===== src/hdl/spq_pkg.sv =====
package spq_pkg;

  localparam int DEPTH_DEF     = 16;
  localparam int PRIO_BITS_DEF = 16;
  localparam int VALUE_BITS    = 32;

  typedef enum logic {
    OP_INSERT = 1'b0,
    OP_REMOVE = 1'b1
  } opcode_t;

  typedef enum logic [1:0] {
    ST_DONE  = 2'd0,
    ST_FULL  = 2'd1,
    ST_EMPTY = 2'd2
  } status_t;

  // Per-cycle command broadcast to every cell of the chain.
  typedef struct packed {
    logic shift_in;   // accepted insert: open a slot, shift tail right
    logic shift_out;  // accepted remove: each cell but the tail takes its right neighbor
  } cell_cmd_t;

endpackage


===== src/hdl/spq_cell.sv =====
module spq_cell import spq_pkg::*; #(
  parameter int PRIO_BITS = PRIO_BITS_DEF
) (
  input  logic                         clk,
  input  cell_cmd_t                    cmd,
  input  logic                         occupied,
  input  logic signed [VALUE_BITS-1:0] new_value,
  input  logic        [PRIO_BITS-1:0]  new_prio,
  input  logic signed [VALUE_BITS-1:0] left_value,
  input  logic        [PRIO_BITS-1:0]  left_prio,
  input  logic                         left_after,
  input  logic signed [VALUE_BITS-1:0] right_value,
  input  logic        [PRIO_BITS-1:0]  right_prio,
  output logic                         after,
  output logic signed [VALUE_BITS-1:0] value,
  output logic        [PRIO_BITS-1:0]  prio
);

  logic signed [VALUE_BITS-1:0] value_next;
  logic        [PRIO_BITS-1:0]  prio_next;

  // At or past the insert point: empty, or strictly larger priority.
  assign after = !occupied || (prio > new_prio);

  always_comb begin
    value_next = value;
    prio_next  = prio;
    priority if (cmd.shift_in && after) begin
      if (left_after) begin
        value_next = left_value;
        prio_next  = left_prio;
      end else begin
        value_next = new_value;
        prio_next  = new_prio;
      end
    end else if (cmd.shift_out) begin
      value_next = right_value;
      prio_next  = right_prio;
    end
  end

  always_ff @(posedge clk) begin
    value <= value_next;
    prio  <= prio_next;
  end

endmodule


===== src/hdl/sorted_priority_queue_unit.sv =====
// Sorted priority queue built as a chain of compare-and-shift cells.
// The result of an accepted input transaction is registered.
// Throughput: 1 transaction per cycle; all cells compare in parallel and
// the output register frees the input unless the result is stalled.
// Reset (rst, synchronous): entry count and output valid cleared; cell
// contents and result fields hold until written and are not used before.
module sorted_priority_queue_unit import spq_pkg::*; #(
  parameter int DEPTH     = DEPTH_DEF,
  parameter int PRIO_BITS = PRIO_BITS_DEF,
  parameter int CNT_W     = $clog2(DEPTH + 1)
) (
  input  logic                         clk,
  input  logic                         rst,
  input  logic                         in_valid,
  output logic                         in_stall,
  input  logic                         opcode,
  input  logic signed [VALUE_BITS-1:0] item_value,
  input  logic        [PRIO_BITS-1:0]  item_priority,
  output logic                         out_valid,
  input  logic                         out_stall,
  output logic        [1:0]            status,
  output logic signed [VALUE_BITS-1:0] head_value,
  output logic        [PRIO_BITS-1:0]  head_priority,
  output logic        [CNT_W-1:0]      fill_count
);

  // Cell chain: cell 0 is the head (lowest priority value).
  logic signed [VALUE_BITS-1:0] cell_value [DEPTH];
  logic        [PRIO_BITS-1:0]  cell_prio  [DEPTH];
  logic                         cell_after [DEPTH];

  cell_cmd_t cmd;

  // Stored entry count.
  logic [CNT_W-1:0] count;
  logic [CNT_W-1:0] count_next;

  // Result register contents.
  status_t                      status_q;
  status_t                      status_next;
  logic signed [VALUE_BITS-1:0] head_value_next;
  logic        [PRIO_BITS-1:0]  head_priority_next;

  logic accept;
  logic full;
  logic empty;

  // Input is held only while a finished result waits downstream.
  assign in_stall = out_valid && out_stall;
  assign accept   = in_valid && !in_stall;

  assign full  = (count == CNT_W'(DEPTH));
  assign empty = (count == '0);

  for (genvar k = 0; k < DEPTH; k++) begin : g_cell
    logic signed [VALUE_BITS-1:0] lv;
    logic        [PRIO_BITS-1:0]  lp;
    logic                         la;
    logic signed [VALUE_BITS-1:0] rv;
    logic        [PRIO_BITS-1:0]  rp;

    if (k == 0) begin : g_head
      // Nothing left of the head: it can only take the new entry.
      assign lv = item_value;
      assign lp = item_priority;
      assign la = 1'b0;
    end else begin : g_body
      assign lv = cell_value[k-1];
      assign lp = cell_prio[k-1];
      assign la = cell_after[k-1];
    end

    if (k == DEPTH - 1) begin : g_tail
      // Tail keeps its own data on a remove; it is then beyond the count.
      assign rv = cell_value[k];
      assign rp = cell_prio[k];
    end else begin : g_inner
      assign rv = cell_value[k+1];
      assign rp = cell_prio[k+1];
    end

    spq_cell #(
      .PRIO_BITS(PRIO_BITS)
    ) u_cell (
      .clk        (clk),
      .cmd        (cmd),
      .occupied   (CNT_W'(k) < count),
      .new_value  (item_value),
      .new_prio   (item_priority),
      .left_value (lv),
      .left_prio  (lp),
      .left_after (la),
      .right_value(rv),
      .right_prio (rp),
      .after      (cell_after[k]),
      .value      (cell_value[k]),
      .prio       (cell_prio[k])
    );
  end

  // Decode the accepted transaction; refused ones leave the chain alone.
  always_comb begin
    cmd                = '0;
    count_next         = count;
    status_next        = ST_DONE;
    head_value_next    = '0;
    head_priority_next = '0;
    if (accept) begin
      unique case (opcode_t'(opcode))
        OP_INSERT: begin
          if (full) begin
            status_next = ST_FULL;
          end else begin
            cmd.shift_in = 1'b1;
            count_next   = count + 1'b1;
          end
        end
        OP_REMOVE: begin
          if (empty) begin
            status_next = ST_EMPTY;
          end else begin
            cmd.shift_out      = 1'b1;
            count_next         = count - 1'b1;
            head_value_next    = cell_value[0];
            head_priority_next = cell_prio[0];
          end
        end
        default: begin
          status_next = ST_DONE;
        end
      endcase
    end
  end

  always_ff @(posedge clk) begin
    if (rst) begin
      count     <= '0;
      out_valid <= 1'b0;
    end else begin
      count <= count_next;
      if (accept) begin
        out_valid <= 1'b1;
      end else if (!out_stall) begin
        out_valid <= 1'b0;
      end
    end
  end

  // Result payload loads only on an accepted transaction.
  always_ff @(posedge clk) begin
    if (accept) begin
      status_q      <= status_next;
      head_value    <= head_value_next;
      head_priority <= head_priority_next;
      fill_count    <= count_next;
    end
  end

  assign status = status_q;

endmodule


===== config.mk =====
export PLATFORM = sky130hd
export DESIGN_NAME = sorted_priority_queue_unit
export DESIGN_NICKNAME = d
export VERILOG_FILES = /design/src/hdl/spq_pkg.sv /design/src/hdl/spq_cell.sv /design/src/hdl/sorted_priority_queue_unit.sv
export SDC_FILE = /design/constraint.sdc
export NUM_CORES = 2
export LEC_CHECK = 0
export ABC_AREA = 1
export ABC_CLOCK_PERIOD_IN_PS = 6500
export BUFFER_PORTS_ARGS = -buffer_cell sky130_fd_sc_hd__buf_4
export CAP_MARGIN = 5
export CORE_AREA = 2 2 339 341
export DETAILED_ROUTE_END_ITERATION = 8
export DIE_AREA = 0 0 341 343
export PLACE_DENSITY = 0.67
export REMOVE_ABC_BUFFERS = 1
export SLEW_MARGIN = 20
export SYNTH_ARGS = -nofsm -noshare
export SYNTH_HDL_FRONTEND = slang
export SYNTH_SLANG_ARGS = --single-unit

===== constraint.sdc =====
create_clock -name clk -period 6.5 [get_ports clk]
set_clock_uncertainty 0.05 [all_clocks]
set_input_delay 0.65 -clock clk [delete_from_list [all_inputs] [get_ports clk]]
set_output_delay 0.65 -clock clk [all_outputs]
set_load 0.01 [all_outputs]

Yosys cells after proc, flatten, opt, wreduce, memory -nomap -nowiden
Cells that the tools add are included.
{ "word_totals": {"output_inout_bits": 57, "regBits": 829} }
{ "op_classes": {"eq_ne": 2, "order_cmp": 32, "mux": 104, "bitwise": 1, "n_reduce_logical": 68, "addsub": 2} }
{ "ops": {"columns": ["operator", "n"], "rows": [
  ["32-bit 2-to-1 mux", 45],
  ["16-bit 2-to-1 mux", 45],
  ["16-bit > comparator", 16],
  ["4-bit by 5-bit < comparator with 1-bit output, first input constant", 8],
  ["2-bit nonzero test", 15],
  ["3-bit by 5-bit < comparator with 1-bit output, first input constant", 4],
  ["1-bit logical AND", 18],
  ["1-bit zero test", 17],
  ["1-bit logical OR", 16],
  ["5-bit 2-to-1 mux", 3],
  ["1-bit by 5-bit < comparator with 1-bit output, first input constant", 2],
  ["2-bit by 5-bit < comparator with 1-bit output, first input constant", 2],
  ["5-bit one-hot mux with 2 select lines", 1],
  ["1-bit 2-to-1 mux", 7],
  ["5-bit by 1-bit adder with 5-bit output, second input constant", 1],
  ["5-bit equality test, second input constant", 1],
  ["5-bit zero test", 1],
  ["5-bit by 1-bit subtractor with 5-bit output, second input constant", 1],
  ["2-bit 2-to-1 mux", 2],
  ["2-bit one-hot mux with 2 select lines", 1],
  ["2-bit by 1-bit != test with 1-bit output, second input constant", 1],
  ["2-bit OR reduction", 1],
  ["1-bit inverter", 1]
]} }

Depth between registers and ports, before layout
{ "depth": {"word_depth": 6, "depth_mapped": 19} }

By module
A second synthesis with hierarchy kept.
{ "unflattened": {"hier_cells": 5905, "hier_area_um2": 52791.9} }
{ "modules_own_cells": {"columns": ["module", "n_inst", "seq_area_each_um2", "area_per_inst_um2", "cells_per_inst"], "rows": [
  ["spq_cell", 16, 1441.4, 3119.2, 352],
  ["sorted_priority_queue_unit", 1, 1771.7, 2884.0, 273]
]} }

Worst setup path before layout
Ideal clock, no wire load.
{ "synth_timing": {"kind": "input -> register", "from": "input item_priority[15]", "to": "register g_cell[15].u_cell.prio[0], enable pin", "slack_ns": 1.516, "arrival_ns": 4.465, "setup_time_ns": 0.469, "cell_stages": 9, "path_cell_list": "clkbuf_1 inv_1 ha_1 nand2_1 nor4_1 nand2_1 nand2_1 nand2_1 a21oi_1"} }
{ "synth_between": {"elab_chain_cells": 3} }
{ "synth_lines": {"columns": ["element", "line_no", "rtl"], "rows": [
  ["start, declared", "sorted_priority_queue_unit.sv:18", "input logic [PRIO_BITS-1:0] item_priority,"],
  ["16-bit > comparator", "spq_cell.sv:23", "assign after = !occupied || (prio > new_prio);"],
  ["1-bit logical OR", "spq_cell.sv:23", null],
  ["1-bit logical AND", "spq_cell.sv:28", "priority if (cmd.shift_in && after) begin"],
  ["end signal, assigned", "spq_cell.sv:44", "prio <= prio_next;"],
  ["end, declared", "spq_cell.sv:16", "output logic [PRIO_BITS-1:0] prio"]
]} }
Every way passes these cells.
A chain may end at the register's enable or synchronous reset.

Worst setup path in the final report
{ "layout_timing": {"from": "register g_cell[10].u_cell.prio[11]", "to": "register g_cell[10].u_cell.value[15], enable pin"} }
{ "layout_between": {"elab_chain_cells": 4} }
{ "layout_lines": {"columns": ["element", "line_no", "rtl"], "rows": [
  ["start, declared", "spq_cell.sv:16", null],
  ["start signal, assigned", "spq_cell.sv:44", null],
  ["16-bit > comparator", "spq_cell.sv:23", null],
  ["1-bit logical OR", "spq_cell.sv:23", null],
  ["1-bit logical AND", "spq_cell.sv:28", null],
  ["2-bit nonzero test (no source line)", null, null],
  ["end signal, assigned", "spq_cell.sv:43", "value <= value_next;"],
  ["end, declared", "spq_cell.sv:15", "output logic signed [VALUE_BITS-1:0] value,"]
]} }
Every way passes these cells.

==> metrics.txt <==
Async SR Flop Fraction=0; Yosys top cell by area=edfxtp_1; R2R setup slack=2.05 ns; vias per cell=5.616; gr usage total=0.2886; layout cell share with drive strength beyond 1=0.05881; Crit path depth=13; Cell Area, Placed=52,400 um^2; Mapped Cells=6,671; worst-path fanout max=49; Detail Placement HPWL=114.6 mm; CP Capture Type=flip-flop; Post-Syn Area=50,630 um^2; Yosys top cell area share=0.4881; Least-Margin Pin Slew=1.169 ns; first-pass GRT wire length=262.5 mm; Skew-Pair Late Insertion Delay=0.69 ns; area growth from synthesis to layout=9.222%; max-cap check violation count=0; largest net degree at the start of global routing=97; initial DRC count=6,148; Synth warnings=0; routability cong.=0.9316; synth top area cells=edfxtp_1 (49%), nand2_1 (28%), nand3_1 (7.0%), ha_1 (6.4%), clkbuf_1 (1.9%); most numerous cell in the Yosys netlist=nand2_1; most used cell, CP=nand2_1; Buf/Inv on CP=3; Syn Area/Cell=7.590 um^2; hold_buf cts=0; worst hold path type=primary input to flip-flop; Die Span Y=343 um; status=finished, final reports clean; cell row count=124; residual DRC count=0; post-CTS resize count=0; fin area=55,300 um^2; Overflow after GRT=0; Critical Path Max Stage Delay=0.59 ns; post-synthesis sequential area ratio=0.4904; Cell Pwr Density=317.2 nW/um^2; slew margin rel.=0.2205; R2R cell count=13; Final Hold Fails=0; Slew Viols, Final=0; initial antenna violation count=5; number of global-route vias before repair=42,860; Post-DRT Antenna Nets=0; Final period util=0.6842; Core Box Area=113,400 um^2; CTS root buf=clkbuf_16; r2r endpoint=g_cell[10].u_cell.value[15]$_DFFE_PP_; via count=45,650; CTS Buf Count=92; crit path cell chain=ha_1 > nand2_1 > inv_1 > nand3_1 > nor2_1 > nand2_1 > nand2_1 > nand2_1 > nand2_2 > buf_4 > nand2_2 > nand2_2 > buf_4; Post-CTS Setup Repair Bufs=0; crit path to=g_cell[10].u_cell.value[15]$_DFFE_PP_; TritonCTS sink count=829; worst r2r src=g_cell[10].u_cell.prio[11]$_DFFE_PP_; WL/cell=21.18 um; worst hold margin=0.1470 ns; Seq cells post-synth=829; Slowest cell on crit path=nand2_2; Crit Path Category=flip-flop to flip-flop; Filler cells=10,960; IO Count=110; WL final=172.2 mm; TritonCTS clock tree=done; Clock Pin Slew Worst Setup and Hold Paths=0.06 ns; final setup vio count=0; H-Tree Depth=3; VDD IR max=0.2056 mV; distinct cell type count after synthesis=35; Min Clock Period, post-route=4.447 ns; Lkg Pwr=0.02685 uW; synth cell count leaders=nand2_1 (3,793), edfxtp_1 (823), nand3_1 (708), clkbuf_1 (262), ha_1 (259); RSZ-0062 raised after global routing=false; drt pass-1 iters=6; IO Port Bufs=109; Main synth FF type=edfxtp_1; CP delay by family, top=simple AND/OR/NAND/NOR gates; Max Fclk=224.8 MHz; Longest Clk Path Bufs=3; Critical Path Start=g_cell[10].u_cell.prio[11]$_DFFE_PP_; nets=6,851; initial core utilization=0.4465; data required time of the critical path=6.77 ns; EDFF count, synth=823; Worst Path Arrival=4.71 ns; die area=117,000 um^2; Worst Setup Start Kind=flip-flop; die width=341 um
==> per-layer routing <==
metal | track usage | wire, um | share of wire | up-vias
li1 | - | - | - | 21360
met1 | 0.4167 | 72600 | 0.42 | 21080
met2 | 0.4230 | 71510 | 0.42 | 2838
met3 | 0.07486 | 23220 | 0.13 | 373
met4 | 0.08939 | 4805 | 0.028 | 4
met5 | 0 | 21 | 0.00012 | -
==> cell type report <==
cell class,count,area (um^2),share of cell area
Timing Repair Buffer,201,1509,0.02728
Multi-Input combinational cell,5194,23340,0.4220
Clock buffer,125,2497,0.04516
Tap cell,1512,1892,0.03421
Antenna cell,2,5.005,0.00009050
Clock inverter,45,397.9,0.007194
Sequential cell,829,24830,0.4490
Inverter,221,829.5,0.01500
==> stage by stage <==
| stage | cells | setup WS (ns) | TNS, ns | total power, uW | util |
|---|---|---|---|---|---|
| floorplan | 6244 | -0.5528 | -29.00 | 10440 | - |
| global placement | 7957 | 1.604 | 0 | 12220 | 0.4618 |
| detailed placement | 7957 | 1.544 | 0 | 12300 | 0.4621 |
| CTS | 8127 | 2.159 | 0 | 17450 | 0.4876 |
| global route | 8129 | 1.907 | 0 | 18360 | 0.4876 |
| finish | 8129 | 2.053 | 0 | 17540 | 0.4876 |
==> kinds of logic after synthesis <==
family / share of synthesized area
adders and majority gates: 0.06400
DFF: 0.4904
xor gates and xnor gates: 0.0006920
buffers and inverters: 0.05261
and+or+nand+nor: 0.3658
AOI/OAI and AO/OA: 0.02644
==> cells in the final DEF (no fill, tap or decap), types with 93 or more instances in the layout <==
cell type and n:
nand3_1 707, clkbuf_16 93, nand2_1 3765, a21oi_1 104, buf_4 201, inv_1 204
nor2_1 147, ha_1 259, o21ai_0 119, edfxtp_1 823
==> registers in the layout, summed over array words and instances (netlist names) <==
name / count
fill_count: 5
head_value: 32
status: 2
out_valid: 1
g_cell.u_cell.prio: 256
head_priority: 16
g_cell.u_cell.value: 512
count: 5
==> worst min path at each step <==
stage | start | end | slack [ns] | cells after the start
floorplan | g_cell[15].u_cell.value[0]$_DFFE_PP_ | g_cell[14].u_cell.value[0]$_DFFE_PP_ | 0.44 | 2
global placement | out_valid$_SDFFE_PP0P_ | out_valid$_SDFFE_PP0P_ | 0.44 | 2
detailed placement | g_cell[15].u_cell.value[5]$_DFFE_PP_ | g_cell[14].u_cell.value[5]$_DFFE_PP_ | 0.46 | 2
CTS | rst | count[1]$_SDFF_PP0_ | 0.11 | 2
global route | rst | count[0]$_SDFF_PP0_ | 0.14 | 2
finish | rst | count[1]$_SDFF_PP0_ | 0.15 | 2
==> power by group <==
group | total (uW) | switching [uW] | internal [uW] | leakage (uW)
logic | 4730 | 3410 | 1310 | 0.0176
clock network | 5200 | 2270 | 2930 | 0.00142
registers | 7620 | 586 | 7030 | 0.00787
(Power assumes the default switching activity.)
